<file path="src/sorted_key_value_table_unit_assert.svh">
// Assertion macros used by the table unit's top-level RTL file.
// SKVT_ASSERT checks a property that is disabled while reset is asserted.
// SKVT_ASSERT_ALWAYS checks a property at every clock edge, reset included.
`ifndef SORTED_KEY_VALUE_TABLE_UNIT_ASSERT_SVH
`define SORTED_KEY_VALUE_TABLE_UNIT_ASSERT_SVH

`ifndef SYNTHESIS

`define SKVT_ASSERT(lbl, clk, rstn, prop, msg) \
  lbl: assert property (@(posedge clk) disable iff (!rstn) prop) else $error(msg);

`define SKVT_ASSERT_ALWAYS(lbl, clk, prop, msg) \
  lbl: assert property (@(posedge clk) prop) else $error(msg);

`else

`define SKVT_ASSERT(lbl, clk, rstn, prop, msg)

`define SKVT_ASSERT_ALWAYS(lbl, clk, prop, msg)

`endif

`endif

</file>
<file path="src/skvt_pkg.sv">
package skvt_pkg;

  localparam int unsigned Capacity = 64;
  localparam int unsigned CntW     = $clog2(Capacity + 1);
  localparam int unsigned KeyW     = 32;
  localparam int unsigned ValW     = 32;
  localparam int unsigned OpW      = 2;
  localparam int unsigned OutCntW  = 7;

  typedef logic signed [KeyW-1:0] key_t;
  typedef logic [ValW-1:0]        val_t;
  typedef logic [CntW-1:0]        cnt_t;

  typedef enum logic [OpW-1:0] {
    OP_INSERT = 2'd0,
    OP_LOOKUP = 2'd1,
    OP_CLEAR  = 2'd2,
    OP_NOP    = 2'd3
  } opcode_e;

  typedef enum logic {
    ST_IDLE   = 1'b0,
    ST_COMMIT = 1'b1
  } state_e;

  // Commit controls broadcast from the sequencer to every cell.
  typedef struct packed {
    logic ins;  // insert a new key, shifting larger entries up
    logic upd;  // replace the value of the matching entry
  } cell_ctrl_t;

endpackage

</file>
<file path="src/skvt_cell.sv">
module skvt_cell
  import skvt_pkg::*;
(
  input  logic       clk_i,
  input  logic       valid_i,     // this slot holds an entry
  input  logic       cmp_en_i,    // a transaction is being accepted
  input  key_t       cmp_key_i,
  input  key_t       new_key_i,
  input  val_t       new_val_i,
  input  cell_ctrl_t ctrl_i,
  input  key_t       left_key_i,
  input  val_t       left_val_i,
  input  logic       left_lt_i,
  output key_t       key_o,
  output val_t       val_o,
  output logic       lt_o,
  output logic       eq_o
);

  key_t key_q, key_d;
  val_t val_q, val_d;
  logic lt_q, lt_d;
  logic eq_q, eq_d;

  always_comb begin
    lt_d  = lt_q;
    eq_d  = eq_q;
    key_d = key_q;
    val_d = val_q;
    if (cmp_en_i) begin
      lt_d = valid_i && (key_q < cmp_key_i);
      eq_d = valid_i && (key_q == cmp_key_i);
    end
    // Cells at or above the insertion slot move up by one; the slot itself
    // is the first cell whose left neighbor still holds a smaller key.
    if (ctrl_i.ins && !lt_q) begin
      if (left_lt_i) begin
        key_d = new_key_i;
        val_d = new_val_i;
      end else begin
        key_d = left_key_i;
        val_d = left_val_i;
      end
    end
    if (ctrl_i.upd && eq_q) begin
      val_d = new_val_i;
    end
  end

  always_ff @(posedge clk_i) begin
    key_q <= key_d;
    val_q <= val_d;
    lt_q  <= lt_d;
    eq_q  <= eq_d;
  end

  assign key_o = key_q;
  assign val_o = val_q;
  assign lt_o  = lt_q;
  assign eq_o  = eq_q;

endmodule

</file>
<file path="config.mk">
export PLATFORM = sky130hd
export DESIGN_NAME = skvt_cell
export DESIGN_NICKNAME = d
export VERILOG_FILES = /design/src/sorted_key_value_table_unit_assert.svh /design/src/skvt_pkg.sv /design/src/skvt_cell.sv
export SDC_FILE = /design/constraint.sdc
export NUM_CORES = 1
export LEC_CHECK = 0
export ABC_AREA = 0
export CORE_ASPECT_RATIO = 0.9
export CORE_MARGIN = 2
export CORE_UTILIZATION = 35
export DETAILED_ROUTE_END_ITERATION = 8
export DONT_BUFFER_PORTS = 1
export PLACE_DENSITY = 0.55
export SYNTH_ARGS = -nofsm -noshare
export SYNTH_HDL_FRONTEND = slang
export SYNTH_SLANG_ARGS = --single-unit
</file>
<file path="constraint.sdc">
create_clock -name clk_i -period 3.7 [get_ports clk_i]
set_input_delay 0.555 -clock clk_i [delete_from_list [all_inputs] [get_ports clk_i]]
set_output_delay 0.555 -clock clk_i [all_outputs]
set_load 0.02 [all_outputs]
</file>
Yosys cells after proc, flatten, opt, wreduce, memory -nomap -nowiden:

Cells that the tools add are included.

* logic and storage cells: 16
* output and inout bits: 66
* input port bits: 166
* register bits after elaboration: 66

* order comparisons: 1
* reduce and logical (&&, ||, !) cells: 6
* muxes and demuxes: 4
* equal/unequal tests: 1

Operator list (count)
* $mux 32: 4
* $eq 32x32->1: 1
* $lt 32x32->1: 1
* $logic_and 1x1->1: 4
* $reduce_bool 2->1: 1
* $logic_not 1->1: 1

Depth between registers and ports, before layout:

* word-level depth: 4
* gate-level depth with buffers: 8
* depth with buffers taken out: 8

Worst setup path before layout:

Ideal clock, no wire load.

* path kind: input port to flip-flop
* from: input port ctrl_i[1] (netlist name)
* to: register val_q[0] (netlist: val_o[0]), enable pin
* data arrival time: 2813 ps
* library setup time: 388 ps
* required time: 3312 ps
* setup slack: 499 ps
* stages: 2
* path buffers: 0
* path through: nor2b_1 > a21o_1

* longest elaborated chain between the ends: 2

RTL lines
* start, declared: line skvt_cell.sv:10 `input cell_ctrl_t ctrl_i,`
* $logic_and 1x1->1: line skvt_cell.sv:36 `if (ctrl_i.ins && !lt_q) begin`
* $reduce_bool 2->1 (no source line)
* end signal, assigned: line skvt_cell.sv:52 `val_q <= val_d;`
* end, declared: line skvt_cell.sv:21 `val_t val_q, val_d;`

No other way between the ends.
A chain may end at the register's enable or synchronous reset.

Final worst setup path:

* from: register key_q[31] (netlist: key_o[31])
* to: register lt_q (netlist: lt_o) (data pin)

* longest elaborated chain between the ends: 2

RTL lines
* start, declared: line skvt_cell.sv:20 `key_t key_q, key_d;`
* start signal, assigned: line skvt_cell.sv:51 `key_q <= key_d;`
* $lt 32x32->1: line skvt_cell.sv:31 `lt_d = valid_i && (key_q < cmp_key_i);`
* $logic_and 1x1->1: line skvt_cell.sv:31
* end signal, assigned: line skvt_cell.sv:53 `lt_q <= lt_d;`
* end, declared: line skvt_cell.sv:22 `logic lt_q, lt_d;`

No other way between the ends.

==> run_results.csv <==
group,metric,value,unit
timing,timing_hold_violations_final,0,
worst_setup_path,setup.worst_path.start,"key_o[31]",
global_route,overflow,0,
floorplanning,initial_utilization,0.3552,
routing,drt_first_pass_iters,4,
worst_setup_path,startpoint_type,"flip-flop",
timing,relSlewSlack,0.3586,
synthesis,post_synth_net_total,456,
final_layout,layoutNonFillerInstCount,398,
power_and_ir_drop,peakVddDrop,0.2401,mV
clocking,clk_transition_reported_paths,60,ps
clocking,ctsRootBufferMaster,"sky130_fd_sc_hd__clkbuf_16",
synthesis,synthTopCellsByCount,"sky130_fd_sc_hd__edfxtp_1 (66), sky130_fd_sc_hd__mux2_2 (48), sky130_fd_sc_hd__inv_1 (34), sky130_fd_sc_hd__ha_1 (32), sky130_fd_sc_hd__mux2_1 (16)",
worst_setup_path,timing.critical_path.slowest_stage_cell,"sky130_fd_sc_hd__nor4_1",
power_and_ir_drop,power.total,2.112,mW
synthesis,count_of_flip_flops_with_a_built_in_enable_after_synthesis,66,
clocking,tritoncts.num_buffers,9,
final_layout,fin_nets,462,
worst_setup_path,critPathCaptureType,"flip-flop",
synthesis,ys_warn_count,0,
timing,timing.final.crit_share,0.6003,
power_and_ir_drop,netSwitchingFraction,0.2473,
global_route,grt_antenna_before_repair,0,
synthesis,synth-async-reset-ratio,0,
floorplanning,ios,232,
placed_design,gp_congestion,0.7706,
placed_design,dpl.cell_count,382,
worst_setup_path,r2r_slack,1480,ps
final_layout,post_route_cells_drive_above_1_share,0.2714,
worst_setup_path,worst-setup-path-type,"flip-flop to flip-flop",
synthesis,syn-mean-instance-area,13.99,µm²
clocking,clk-insertion-delay-late,330,ps
timing,rsz0062_at_grt,"false",
timing,final.min_clock_period,2221,ps
timing,maxSlewViolCount,0,
routing,first_drt_iteration_drcs,52,
synthesis,synth_area,0.003608,mm²
synthesis,ys_seq_elements,66,
floorplanning,core-area,0.01016,mm²
timing,finalSetupViolations,0,
placed_design,detailed_place.area,0.003766,mm²
worst_setup_path,endpoint,"lt_o",
global_route,number_of_global_route_vias_before_repair,2122,
synthesis,synth.lib_cells_used.distinct,27,
synthesis,netlist.top_cell.by_area,"sky130_fd_sc_hd__edfxtp_1",
worst_setup_path,arrival,2390,ps
power_and_ir_drop,combinationalPowerShare,0.092,
final_layout,diodes,0,
global_route,grt_usage,0.1422,
power_and_ir_drop,power.density,516.4,mW/mm²
routing,routed_via_count,2040,
timing,max_freq,450.2,MHz
timing,tightestPinTransition,960.0,ps
routing,wirelength,8001,µm
worst_setup_path,timing.reg2reg.worst_path_depth,6,
global_route,grt_first_pass_wirelength,11700,µm
synthesis,yosys-top-cells-area,"sky130_fd_sc_hd__edfxtp_1 (55%), sky130_fd_sc_hd__mux2_2 (15%), sky130_fd_sc_hd__ha_1 (11%)",
routing,vias_per_cell,5.126,
worst_setup_path,worst_r2r_startpoint,"key_o[31]",
run,maxCapViolCount,0,
status,run_status,"complete, no violations",
routing,drcViolationCount,0,
power_and_ir_drop,switchingPower,0.5222,mW
timing,fin_setup_tns,0,ps
routing,route.antenna.remaining_nets,0,
synthesis,synthCells,258,
clocking,cts_sinks,66,
timing,layout_setup_ws,1479,ps
floorplanning,number_of_placement_rows,35,
worst_setup_path,crit-reg2reg-capture,"lt_o",
clocking,cts_max_path_buffers,2,
power_and_ir_drop,clkPwrFrac,0.437,
placed_design,dp_slack,1432,ps
routing,wl_per_cell,20.10,µm
final_layout,layout.core_utilization,0.4026,
global_route,grt_start_max_net_pins,34,
worst_setup_path,critical_path_peak_fanout,3,
floorplanning,die_area,0.01114,mm²
power_and_ir_drop,cell_internal_pwr,1.590,mW
placed_design,hpwl,6365,µm
power_and_ir_drop,seq_power_share,0.472,
clocking,tritoncts,"yes",
synthesis,synth_largest_type_area_fraction,0.5492,
synthesis,seq_area_frac_synth,0.5492,
worst_setup_path,cell_by_cell_trace_of_the_critical_path,"ha_1 > nand4_1 > nor4_1 > nor2_1 > a21oi_2 > mux2i_1",
power_and_ir_drop,leakagePower,1.593,nW
clocking,cts.repair_timing.setup_buffer_count,0,
clocking,ctsHtreeMaxLevel,3,
placed_design,port_buffers,0,
timing,fin_worst_skew,4.301,ps
final_layout,finalInstanceArea,0.004090,mm²
worst_hold_path,min_path_type,"input port to flip-flop",
floorplanning,die_x,111.0,µm
timing,whs,338.8,ps
worst_setup_path,worstPathRequired,3870,ps
final_layout,flow.area_growth_from_synthesis,13.35,%
final_layout,fill_cells,961,
worst_setup_path,critPathMaxStageDelay,590,ps
clocking,cts_hold_buffers,0,
synthesis,most_used_standard_cell_by_instance_count_after_synthesis,"sky130_fd_sc_hd__edfxtp_1",
worst_hold_path,hold_path_startpoint,"cmp_en_i",
floorplanning,die_h,100.3,µm
synthesis,yosys_most_used_dff,"sky130_fd_sc_hd__edfxtp_1",
clocking,cts_resized,0,
how the worst min path moves through the flow:
stage / endpoint / depth (start not counted)
after floorplan: eq_o / 0
after global placement: eq_o / 0
after detailed placement: eq_o / 0
after CTS: lt_o / 0
after global routing: eq_o / 0
final: eq_o / 0
flip-flops by register name (all words and copies together) (netlist names):
name,cells
lt_o,1
key_o,32
eq_o,1
val_o,32
power by group through the flow:
stage / sequential, mW / combinational, mW / clock (mW)
after floorplan: 0.999 / 0.159 / 0
after global placement: 1.01 / 0.192 / 0
after detailed placement: 1.01 / 0.198 / 0
after CTS: 0.999 / 0.199 / 0.954
after global routing: 1.00 / 0.223 / 0.988
final: 0.996 / 0.193 / 0.923
placed cells by master, fill, tap and decap left out, types with 2 or more instances in the layout:
cell	n
sky130_fd_sc_hd__mux2_1	16
sky130_fd_sc_hd__a21o_1	3
sky130_fd_sc_hd__clkbuf_16	9
sky130_fd_sc_hd__nor2_1	2
sky130_fd_sc_hd__edfxtp_1	66
sky130_fd_sc_hd__inv_1	34
sky130_fd_sc_hd__nand2_1	8
sky130_fd_sc_hd__ha_1	32
sky130_fd_sc_hd__mux2_2	48
sky130_fd_sc_hd__nand3_1	3
sky130_fd_sc_hd__nand4_1	5
sky130_fd_sc_hd__buf_4	2
sky130_fd_sc_hd__a21oi_2	2
sky130_fd_sc_hd__a21oi_1	14
sky130_fd_sc_hd__o21a_1	2
sky130_fd_sc_hd__o21ai_0	4
sky130_fd_sc_hd__inv_6	3
sky130_fd_sc_hd__bufinv_16	2
cell type report:
cell class              instances  area [µm²]  area share
multi-input cells             151        1480      0.3619
flip-flops and latches         66        1982      0.4846
inverters                      34       127.6     0.03120
clock inverters                 7       98.84     0.02417
clock buffers                   9       225.2     0.05506
repair buffers                  2       15.01    0.003671
well taps                     129       161.4     0.03946
metal layers:
| layer | GRT usage | part of all wire | vias up |
|---|---|---|---|
| met4 | 0.05128 | 0.013 | 0 |
| li1 | - | - | 970 |
| met2 | 0.2336 | 0.50 | 128 |
| met3 | 0.06159 | 0.090 | 10 |
| met1 | 0.1683 | 0.40 | 932 |
| met5 | 0 | 0 | - |
critical path: cells and delay by family (launching register included):
kind            cells  cell delay (ps)
mux                 1              200
fa+ha+maj           1              390
compound gates      1              140
simple gates        3              820
flops               1              510
cells by family (layout without fill, tap and decap cells):
logic type,Yosys count,in the layout,synth area share
AOI/OAI and AO/OA,29,29,0.05375
adders and majority gates,32,32,0.1110
buffers and inverters,41,52,0.04473
DFF,66,66,0.5492
muxes,65,65,0.2025
and+or+nand+nor,25,25,0.03884
(Power assumes the default switching activity.)
